**config.mk**
```make
export PLATFORM = sky130hd
export DESIGN_NAME = positional_sequence_table
export DESIGN_NICKNAME = d
export VERILOG_FILES = /design/src/design/pst_pkg.sv /design/src/design/pst_mem.sv /design/src/design/pst_cmp.sv /design/src/design/positional_sequence_table.sv
export SDC_FILE = /design/constraint.sdc
export NUM_CORES = 2
export LEC_CHECK = 0
export ABC_AREA = 1
export BUFFER_PORTS_ARGS = -buffer_cell sky130_fd_sc_hd__buf_2
export CAP_MARGIN = 20
export CORE_ASPECT_RATIO = 1.25
export CORE_MARGIN = 2
export CORE_UTILIZATION = 32
export CTS_CLUSTER_SIZE = 14
export DETAILED_ROUTE_END_ITERATION = 10
export PLACE_DENSITY = 0.55
export SLEW_MARGIN = 5
export SYNTH_ARGS = -nofsm -noshare
export SYNTH_HDL_FRONTEND = slang
export SYNTH_SLANG_ARGS = --single-unit
```
**constraint.sdc**
```tcl
create_clock -name clk -period 4.42 [get_ports clk]
set_input_delay 0.221 -clock clk [delete_from_list [all_inputs] [get_ports clk]]
set_output_delay 0.221 -clock clk [all_outputs]
set_load 0.01 [all_outputs]
```
**src/design/pst_pkg.sv**
```systemverilog
package pst_pkg;

  // Default sizing
  localparam int PST_DEPTH       = 64;
  localparam int PST_VALUE_WIDTH = 32;

  // Request codes; code 7 is unused and does nothing
  typedef enum logic [2:0] {
    REQ_INSERT_AT     = 3'd0,
    REQ_INSERT_SORTED = 3'd1,
    REQ_ERASE         = 3'd2,
    REQ_REMOVE_ALL    = 3'd3,
    REQ_GET           = 3'd4,
    REQ_SET           = 3'd5,
    REQ_FIND          = 3'd6
  } req_type_t;

  typedef enum logic [1:0] {
    ST_OK    = 2'd0,
    ST_RANGE = 2'd1,
    ST_FULL  = 2'd2,
    ST_MISS  = 2'd3
  } status_t;

  // Compare unit result: stored entry vs. request value
  typedef struct packed {
    logic eq;  // entry equals value
    logic lt;  // entry below value, signed
  } cmp_res_t;

endpackage

```
**src/design/pst_mem.sv**
```systemverilog
module pst_mem #(
  parameter int DEPTH       = pst_pkg::PST_DEPTH,
  parameter int VALUE_WIDTH = pst_pkg::PST_VALUE_WIDTH
) (
  input  logic                       clk,
  input  logic                       we,
  input  logic [$clog2(DEPTH)-1:0]   waddr,
  input  logic [VALUE_WIDTH-1:0]     wdata,
  input  logic [$clog2(DEPTH)-1:0]   raddr,
  output logic [VALUE_WIDTH-1:0]     rdata
);

  // one write port, one registered read port; contents undefined until written
  logic [VALUE_WIDTH-1:0] mem [DEPTH];

  always_ff @(posedge clk) begin
    if (we) begin
      mem[waddr] <= wdata;
    end
    rdata <= mem[raddr];
  end

endmodule

```
**src/design/pst_cmp.sv**
```systemverilog
module pst_cmp #(
  parameter int VALUE_WIDTH = pst_pkg::PST_VALUE_WIDTH
) (
  input  logic [VALUE_WIDTH-1:0] entry,
  input  logic [VALUE_WIDTH-1:0] value,
  output pst_pkg::cmp_res_t      res
);
  import pst_pkg::*;

  always_comb begin
    res.eq = (entry == value);
    res.lt = ($signed(entry) < $signed(value));
  end

endmodule

```
**src/design/positional_sequence_table.sv**
```systemverilog
// Sequencing: range/full errors and the unused code go straight to DONE; set writes, get reads,
//   insert_at and erase shift the entries above the position, find / remove_all scan up to count
//   entries, insert_sorted scans then shifts; an output stall holds the result in DONE.
// Throughput: one request at a time; the next is taken once the result has moved to the output register.
// Reset (rst_n low, synchronous): list emptied, result valid cleared; entries not cleared.
module positional_sequence_table #(
  parameter int DEPTH       = pst_pkg::PST_DEPTH,
  parameter int VALUE_WIDTH = pst_pkg::PST_VALUE_WIDTH
) (
  input  logic               clk,
  input  logic               rst_n,
  // request channel
  input  logic               in_valid,
  output logic               in_stall,
  input  logic [2:0]         in_req_type,
  input  logic [6:0]         in_position,
  input  logic signed [31:0] in_new_value,
  // result channel
  output logic               out_valid,
  input  logic               out_stall,
  output logic [1:0]         out_status,
  output logic [5:0]         out_result_position,
  output logic signed [31:0] out_result_value,
  output logic [6:0]         out_removed_count,
  output logic [6:0]         out_entry_count
);
  import pst_pkg::*;

  localparam int AW = $clog2(DEPTH);      // entry address
  localparam int CW = $clog2(DEPTH + 1);  // count, 0..DEPTH
  localparam int PW = (CW > 7) ? CW : 7;  // position range compare

  // Sequencer phases:
  //   SCAN     - ascending read sweep through the compare unit (find, sorted
  //              insert search, remove_all with in-place compaction)
  //   SHIFT_UP - descending copy entry[k] <- entry[k-1] to open a slot
  //   SHIFT_DN - ascending copy entry[k] <- entry[k+1] to close a gap
  //   READ / READ_WAIT - single get
  //   WRITE    - store the request value at pos_r
  //   DONE     - hand result to the output register when it is free
  typedef enum logic [2:0] {
    S_IDLE,
    S_SCAN,
    S_SHIFT_UP,
    S_SHIFT_DN,
    S_READ,
    S_READ_WAIT,
    S_WRITE,
    S_DONE
  } state_t;

  state_t                 state_r, state_nxt;
  req_type_t              op_r, op_nxt;
  req_type_t              in_req;
  logic [VALUE_WIDTH-1:0] val_r, val_nxt;
  logic [VALUE_WIDTH-1:0] in_val;
  logic [CW-1:0]          pos_r, pos_nxt;
  logic [CW-1:0]          count_r, count_nxt;
  logic [CW-1:0]          ri_r, ri_nxt;        // next read index
  logic [CW-1:0]          wi_r, wi_nxt;        // compaction write index
  logic [CW-1:0]          removed_r, removed_nxt;
  status_t                status_r, status_nxt;
  logic [AW-1:0]          rpos_r, rpos_nxt;
  logic [VALUE_WIDTH-1:0] rval_r, rval_nxt;
  logic                   rd_vld_r, rd_vld_nxt; // read data arriving this cycle
  logic [AW-1:0]          rd_tag_r, rd_tag_nxt; // address of that read

  logic                   out_valid_r, out_valid_nxt;
  logic [1:0]             out_status_r, out_status_nxt;
  logic [5:0]             out_rpos_r, out_rpos_nxt;
  logic [31:0]            out_rval_r, out_rval_nxt;
  logic [6:0]             out_removed_r, out_removed_nxt;
  logic [6:0]             out_count_r, out_count_nxt;

  // memory port
  logic                   mem_we;
  logic [AW-1:0]          mem_waddr;
  logic [VALUE_WIDTH-1:0] mem_wdata;
  logic [AW-1:0]          mem_raddr;
  logic [VALUE_WIDTH-1:0] mem_rdata;
  logic                   rd_issue;

  cmp_res_t               cmp_res;

  logic                   in_acc;
  logic                   full;
  logic [PW-1:0]          pos_w;
  logic [PW-1:0]          cnt_w;
  logic                   scan_leave;

  assign in_req = req_type_t'(in_req_type);
  // request value narrowed or sign-extended to storage width
  assign in_val = VALUE_WIDTH'(in_new_value);
  assign pos_w  = PW'(in_position);
  assign cnt_w  = PW'(count_r);
  assign full   = (count_r == CW'(DEPTH));
  assign in_stall = (state_r != S_IDLE);
  assign in_acc   = in_valid && !in_stall;

  pst_mem #(
    .DEPTH       (DEPTH),
    .VALUE_WIDTH (VALUE_WIDTH)
  ) u_mem (
    .clk   (clk),
    .we    (mem_we),
    .waddr (mem_waddr),
    .wdata (mem_wdata),
    .raddr (mem_raddr),
    .rdata (mem_rdata)
  );

  // single shared comparator, always fed by the memory read data
  pst_cmp #(
    .VALUE_WIDTH (VALUE_WIDTH)
  ) u_cmp (
    .entry (mem_rdata),
    .value (val_r),
    .res   (cmp_res)
  );

  always_comb begin
    state_nxt       = state_r;
    op_nxt          = op_r;
    val_nxt         = val_r;
    pos_nxt         = pos_r;
    count_nxt       = count_r;
    ri_nxt          = ri_r;
    wi_nxt          = wi_r;
    removed_nxt     = removed_r;
    status_nxt      = status_r;
    rpos_nxt        = rpos_r;
    rval_nxt        = rval_r;
    out_status_nxt  = out_status_r;
    out_rpos_nxt    = out_rpos_r;
    out_rval_nxt    = out_rval_r;
    out_removed_nxt = out_removed_r;
    out_count_nxt   = out_count_r;
    out_valid_nxt   = out_valid_r && out_stall;
    mem_we          = 1'b0;
    mem_waddr       = AW'(pos_r);
    mem_wdata       = val_r;
    mem_raddr       = AW'(pos_r);
    rd_issue        = 1'b0;
    scan_leave      = 1'b0;

    unique case (state_r)
      S_IDLE: begin
        if (in_acc) begin
          op_nxt      = in_req;
          val_nxt     = in_val;
          pos_nxt     = CW'(in_position);
          status_nxt  = ST_OK;
          rpos_nxt    = '0;
          rval_nxt    = '0;
          removed_nxt = '0;
          ri_nxt      = '0;
          wi_nxt      = '0;
          state_nxt   = S_DONE;
          unique case (in_req) inside
            REQ_INSERT_AT: begin
              if (pos_w > cnt_w) begin
                status_nxt = ST_RANGE;
              end else if (full) begin
                status_nxt = ST_FULL;
              end else begin
                ri_nxt    = count_r;
                state_nxt = S_SHIFT_UP;
              end
            end
            REQ_INSERT_SORTED: begin
              if (full) begin
                status_nxt = ST_FULL;
              end else begin
                state_nxt = S_SCAN;
              end
            end
            REQ_ERASE: begin
              if (pos_w >= cnt_w) begin
                status_nxt = ST_RANGE;
              end else begin
                ri_nxt    = CW'(pos_w + PW'(1));
                state_nxt = S_SHIFT_DN;
              end
            end
            REQ_REMOVE_ALL, REQ_FIND: begin
              state_nxt = S_SCAN;
            end
            REQ_GET: begin
              if (pos_w >= cnt_w) begin
                status_nxt = ST_RANGE;
              end else begin
                state_nxt = S_READ;
              end
            end
            REQ_SET: begin
              if (pos_w >= cnt_w) begin
                status_nxt = ST_RANGE;
              end else begin
                state_nxt = S_WRITE;
              end
            end
            default: begin
              state_nxt = S_DONE;  // unused code: no-op
            end
          endcase
        end
      end

      S_SCAN: begin
        rd_issue  = (ri_r < count_r);
        mem_raddr = AW'(ri_r);
        if (rd_issue) begin
          ri_nxt = ri_r + CW'(1);
        end
        if (rd_vld_r) begin
          case (op_r)
            REQ_FIND: begin
              if (cmp_res.eq) begin
                rpos_nxt   = rd_tag_r;
                scan_leave = 1'b1;
                state_nxt  = S_DONE;
              end
            end
            REQ_INSERT_SORTED: begin
              // first entry not below the value
              if (!cmp_res.lt) begin
                pos_nxt    = CW'(rd_tag_r);
                ri_nxt     = count_r;
                scan_leave = 1'b1;
                state_nxt  = S_SHIFT_UP;
              end
            end
            default: begin
              // remove_all: keep non-matching entries, packed down behind the read
              if (cmp_res.eq) begin
                removed_nxt = removed_r + CW'(1);
              end else begin
                mem_we    = 1'b1;
                mem_waddr = AW'(wi_r);
                mem_wdata = mem_rdata;
                wi_nxt    = wi_r + CW'(1);
              end
            end
          endcase
        end
        // sweep exhausted, last read data handled above
        if (!scan_leave && (ri_r == count_r)) begin
          scan_leave = 1'b1;
          case (op_r)
            REQ_FIND: begin
              status_nxt = ST_MISS;
              state_nxt  = S_DONE;
            end
            REQ_INSERT_SORTED: begin
              pos_nxt   = count_r;
              ri_nxt    = count_r;
              state_nxt = S_SHIFT_UP;
            end
            default: begin
              count_nxt = wi_nxt;
              state_nxt = S_DONE;
            end
          endcase
        end
      end

      S_SHIFT_UP: begin
        // read k-1 now, write it to k next cycle
        rd_issue  = (ri_r > pos_r);
        mem_raddr = AW'(ri_r - CW'(1));
        if (rd_issue) begin
          ri_nxt = ri_r - CW'(1);
        end
        if (rd_vld_r) begin
          mem_we    = 1'b1;
          mem_waddr = rd_tag_r + AW'(1);
          mem_wdata = mem_rdata;
        end
        if (ri_r == pos_r) begin
          state_nxt = S_WRITE;
        end
      end

      S_SHIFT_DN: begin
        // read k+1 now, write it to k next cycle
        rd_issue  = (ri_r < count_r);
        mem_raddr = AW'(ri_r);
        if (rd_issue) begin
          ri_nxt = ri_r + CW'(1);
        end
        if (rd_vld_r) begin
          mem_we    = 1'b1;
          mem_waddr = rd_tag_r - AW'(1);
          mem_wdata = mem_rdata;
        end
        if (ri_r == count_r) begin
          count_nxt = count_r - CW'(1);
          state_nxt = S_DONE;
        end
      end

      S_READ: begin
        rd_issue  = 1'b1;
        mem_raddr = AW'(pos_r);
        state_nxt = S_READ_WAIT;
      end

      S_READ_WAIT: begin
        rval_nxt  = mem_rdata;
        state_nxt = S_DONE;
      end

      S_WRITE: begin
        mem_we    = 1'b1;
        mem_waddr = AW'(pos_r);
        mem_wdata = val_r;
        if (op_r != REQ_SET) begin
          count_nxt = count_r + CW'(1);
        end
        if (op_r == REQ_INSERT_SORTED) begin
          rpos_nxt = AW'(pos_r);
        end
        state_nxt = S_DONE;
      end

      S_DONE: begin
        // output register free or being drained this cycle
        if (!out_valid_r || !out_stall) begin
          out_valid_nxt   = 1'b1;
          out_status_nxt  = status_r;
          out_rpos_nxt    = 6'(rpos_r);
          out_rval_nxt    = 32'(rval_r);
          out_removed_nxt = 7'(removed_r);
          out_count_nxt   = 7'(count_r);
          state_nxt       = S_IDLE;
        end
      end

      default: begin
        state_nxt = S_IDLE;
      end
    endcase
  end

  assign rd_vld_nxt = rd_issue && !scan_leave;
  assign rd_tag_nxt = mem_raddr;

  always_ff @(posedge clk) begin
    if (!rst_n) begin
      state_r     <= S_IDLE;
      count_r     <= '0;
      rd_vld_r    <= 1'b0;
      out_valid_r <= 1'b0;
    end else begin
      state_r     <= state_nxt;
      count_r     <= count_nxt;
      rd_vld_r    <= rd_vld_nxt;
      out_valid_r <= out_valid_nxt;
    end
    op_r          <= op_nxt;
    val_r         <= val_nxt;
    pos_r         <= pos_nxt;
    ri_r          <= ri_nxt;
    wi_r          <= wi_nxt;
    removed_r     <= removed_nxt;
    status_r      <= status_nxt;
    rpos_r        <= rpos_nxt;
    rval_r        <= rval_nxt;
    rd_tag_r      <= rd_tag_nxt;
    out_status_r  <= out_status_nxt;
    out_rpos_r    <= out_rpos_nxt;
    out_rval_r    <= out_rval_nxt;
    out_removed_r <= out_removed_nxt;
    out_count_r   <= out_count_nxt;
  end

  assign out_valid           = out_valid_r;
  assign out_status          = out_status_r;
  assign out_result_position = out_rpos_r;
  assign out_result_value    = out_rval_r;
  assign out_removed_count   = out_removed_r;
  assign out_entry_count     = out_count_r;

`ifndef ASSERT_OFF
  a_count_bound: assert property (@(posedge clk) disable iff (!rst_n)
    count_r <= CW'(DEPTH))
    else $error("entry count above depth");

  a_rw_clash: assert property (@(posedge clk) disable iff (!rst_n)
    mem_we && rd_issue |-> mem_waddr != mem_raddr)
    else $error("shift copy reads and writes one address");

  a_compact_behind: assert property (@(posedge clk) disable iff (!rst_n)
    state_r == S_SCAN && op_r == REQ_REMOVE_ALL |-> wi_r <= ri_r)
    else $error("compaction write overtook the read sweep");

  a_idle_count: assert property (@(posedge clk) disable iff (!rst_n)
    state_r == S_IDLE |=> count_r == $past(count_r))
    else $error("count changed without a request in work");

  a_done_hold: assert property (@(posedge clk) disable iff (!rst_n)
    state_r == S_DONE && out_valid_r && out_stall |=> state_r == S_DONE)
    else $error("result dropped while output register full");
`endif

endmodule

```
==> qor.csv <==
stage,metric,value,unit
setup_path,critical-path maximum fanout,11,
routing,total vias in the final route,60600,
floorplan,Core Region,0.295,sq mm
setup_path,worst endpoint required time,4.98,ns
timing,Slew @ Worst Pin,1.14,ns
yosys,synth top area cells,"edfxtp_1 70%, o211ai_1 8.2%, nand3_1 5.3%",
pwr,Power Dens Cells,781,mW/mm^2
yosys,yosys warns,0,
pwr,VDD IR max,815,uV
grt,grt total ovfl,0,
timing,max-slew violation count,0,
pwr,leakage power,39.5,nW
grt,All-Layer GR Usage,18.1,%
routing,violation count after the first detailed-route iteration,5755,
routing,ANT nets after route,0,
timing,clk_skew,0.0820,ns
finish,final design utilization,37.3,%
routing,post-detailed-routing wire length,280000,um
cts,cts bufs inserted,217,
timing,RSZ-0062 raised after global routing,false,
yosys,Mapped Cells,7772,
floorplan,io pins,102,
floorplan,Initial Util,32.2,%
cts,postcts setup bufs,0,
grt,vias in the first global route,57800,
floorplan,Rows,223,
yosys,"Avg Cell Area, Syn",12.2,sq um
cts,CTS H-tree depth,4,
finish,Final nets,8073,
grt,first-pass GRT wire length,403000,um
timing,Worst slew margin,23.8,%
routing,Remaining DRCs,0,
finish,final instance area,0.110,sq mm
floorplan,die width,491,um
yosys,ys flop type,edfxtp_1,
timing,highest clock rate,0.241,GHz
timing,setup_tns,0,ns
setup_path,Setup CP Type,flop to flop,
yosys,Post-synth EDFFs,2205,
yosys,syn_nets,7884,
routing,Vias/cell,5.02,
placement,Place WS,0.141,ns
cts,CTS max path bufs,4,
cts,clock slew at reported path FFs,0.06,ns
finish,multi-input logic area,0.0217,sq mm
placement,GP Congestion,0.906,
timing,Setup-failing EPs final,0,
setup_path,Worst EP arrival,4.71,ns
yosys,"Seq/Total Area, Yosys",70.9,%
grt,largest net degree at the start of global routing,166,
flow_run,max_cap viols,0,
cts,clock latency on the worst-skew pair,0.87,ns
timing,final period utilization,93.8,%
routing,1st-pass router iterations,7,
finish,storage element area,0.0672,sq mm
yosys,Post-Syn Area,0.0948,sq mm
yosys,"FF+latch count, synth",2255,
placement,Buffers on Ports,101,
finish,filler instances,28000,
cts,CTS tree,built,
setup_path,crit start category,flop,
yosys,"area leader, netlist",edfxtp_1,
finish,share of post-route cells with drive strength above 1,10.2,%
floorplan,die area,0.301,sq mm
yosys,Synth cell types,49,
timing,setup ws final,0.272,ns
finish,Synth-to-Final Area Change,16.1,%
timing,Fin. Hold Viols,0,
routing,routed len/inst,23.2,um
grt,initial antenna violation count,15,
floorplan,Die Y-Extent,613,um
cts,Sink Count,2255,
placement,detailed placement HPWL,178000,um
timing,post-layout min period,4.15,ns
yosys,async set-reset flop share out of synthesis,0,%
worst_hold_path,HP Class,input pin to flop,
pwr,total power,86.1,mW
placement,Placed Instance Area,0.103,sq mm
cts,clock root buffer,clkbuf_16,
outcome,outcome,completed,
yosys,Synth top area share,69.8,%
setup_path,CP Capture Type,flop,
==> metal layers <==
layer / share of wire (%) / vias to the layer above / GRT usage [%]
li1: - / 28100 / -
met1: 41 / 29900 / 23.5
met2: 47 / 2082 / 29.9
met3: 5.9 / 493 / 2.36
met4: 5.6 / 0 / 9.01
met5: 0 / - / 0
==> cells by family (layout without fill, tap and decap cells) <==
| group | count (synthesis) | in the layout | synth area share [%] |
|---|---|---|---|
| other cells | 0 | 3 | 0 |
| flops | 2255 | 2255 | 70.9 |
| buf+inv | 1684 | 2037 | 7.20 |
| compound gates | 1224 | 1224 | 9.32 |
| fa+ha+maj | 66 | 66 | 0.879 |
| simple gates | 2521 | 2523 | 11.5 |
| xor+xnor | 22 | 22 | 0.203 |
==> state kept, by name, summed over array words and instances (netlist names), 6 cells and up <==
register	flops
out_result_position	6
val_r	32
removed_r	7
out_removed_count	7
u_mem.rdata	32
u_mem.mem	2048
out_entry_count	7
rpos_r	6
cnt_w	7
pos_r	7
out_result_value	32
rd_tag_r	6
wi_r	7
rval_r	32
ri_r	7
==> worst max-delay path, stage by stage (launching register included) <==
cell and delay, ns:
edfxtp_1 0.34, inv_1 0.05, ha_1 0.29, nand2_1 0.08, nor2_1 0.15, nand4_1 0.14
nor3_2 0.24, nand2_1 0.24, nand3_2 0.21, nor2_2 0.07, a21oi_1 0.12, nand2_1 0.07
nand2_1 0.25, inv_1 0.17, nor2_4 0.18, nand2_1 0.36, nor2_4 0.56, buf_4 0.30
==> placed cells by master, fill, tap and decap left out, types with 65 or more instances in the layout <==
cell type  count
nand2_1     1260
buf_12       138
inv_1       1193
nor2_4        69
ha_1          65
clkbuf_16    219
edfxtp_1    2205
nand3_1      999
nor2_1       127
o211ai_1    1034
buf_4        148
buf_2        102
==> synth_stat cells (2+ instances only) <==
cell type	count
edfxtp_1	2205
nand2_1	1261
inv_1	1193
o211ai_1	1034
nand3_1	999
buf_2	359
nor2_1	193
o21ai_0	87
clkbuf_1	77
ha_1	65
a21oi_1	52
dfxtp_1	50
buf_1	20
inv_2	17
buf_4	16
xor2_1	16
nor3_1	15
nand4_1	14
nand3_2	10
o22ai_1	9
o32ai_1	7
nand3b_1	6
o21ai_1	6
xnor2_1	6
nor2_2	5
a211oi_1	4
a31oi_1	4
nand2_2	4
nor4_1	4
o21a_1	4
o31ai_1	4
nor2_4	3
a21o_1	2
clkinv_1	2
nor3b_1	2
o2111ai_1	2
o21bai_1	2
or2_2	2
==> final timing paths <==
path                                  from                        endpoint  slack [ns]  cells after the start
hold reg to reg   rval_r[29]$_SDFFCE_PN0P_  out_result_value[29]$_DFFE_PP_        0.42                      0
hold / removal            in_new_value[10]             val_r[10]$_DFFE_PP_        0.08                      2
setup reg to reg       val_r[23]$_DFFE_PP_     u_mem.mem[33][25]$_DFFE_PP_        0.27                     17
setup / recovery       val_r[23]$_DFFE_PP_     u_mem.mem[33][25]$_DFFE_PP_        0.27                     17
==> power breakdown <==
part,switching [mW],internal (mW),leakage (nW)
clock network,8.04,10.1,3.26
registers,0.520,26.4,20.3
logic,30.1,10.9,15.9
total,38.7,47.4,39.5
==> per-stage QoR <==
step / hold slack [ns] / std cells
floorplan: 0.320 / 7772
global placement: 0.403 / 11600
detailed placement: 0.405 / 11600
CTS: 0.0228 / 12100
global route: 0.0652 / 12100
finish: 0.0807 / 12100
==> layout make-up <==
type	count	area share (%)
diodes	3	0.00682
multi-input cells	3835	19.7
repair buffers	440	4.55
inverters	1212	4.15
flip-flops and latches	2255	61.0
clock buffers	274	5.16
well taps	3937	4.47
clock inverters	111	0.902
==> repair_timing <==
action                                  4_1_cts  5_1_grt
hold buffers                                 44        0
endpoints found under the setup margin        0       31
endpoints found under the hold margin        58        0
resized for setup                             0        2
(Power assumes the default switching activity.)
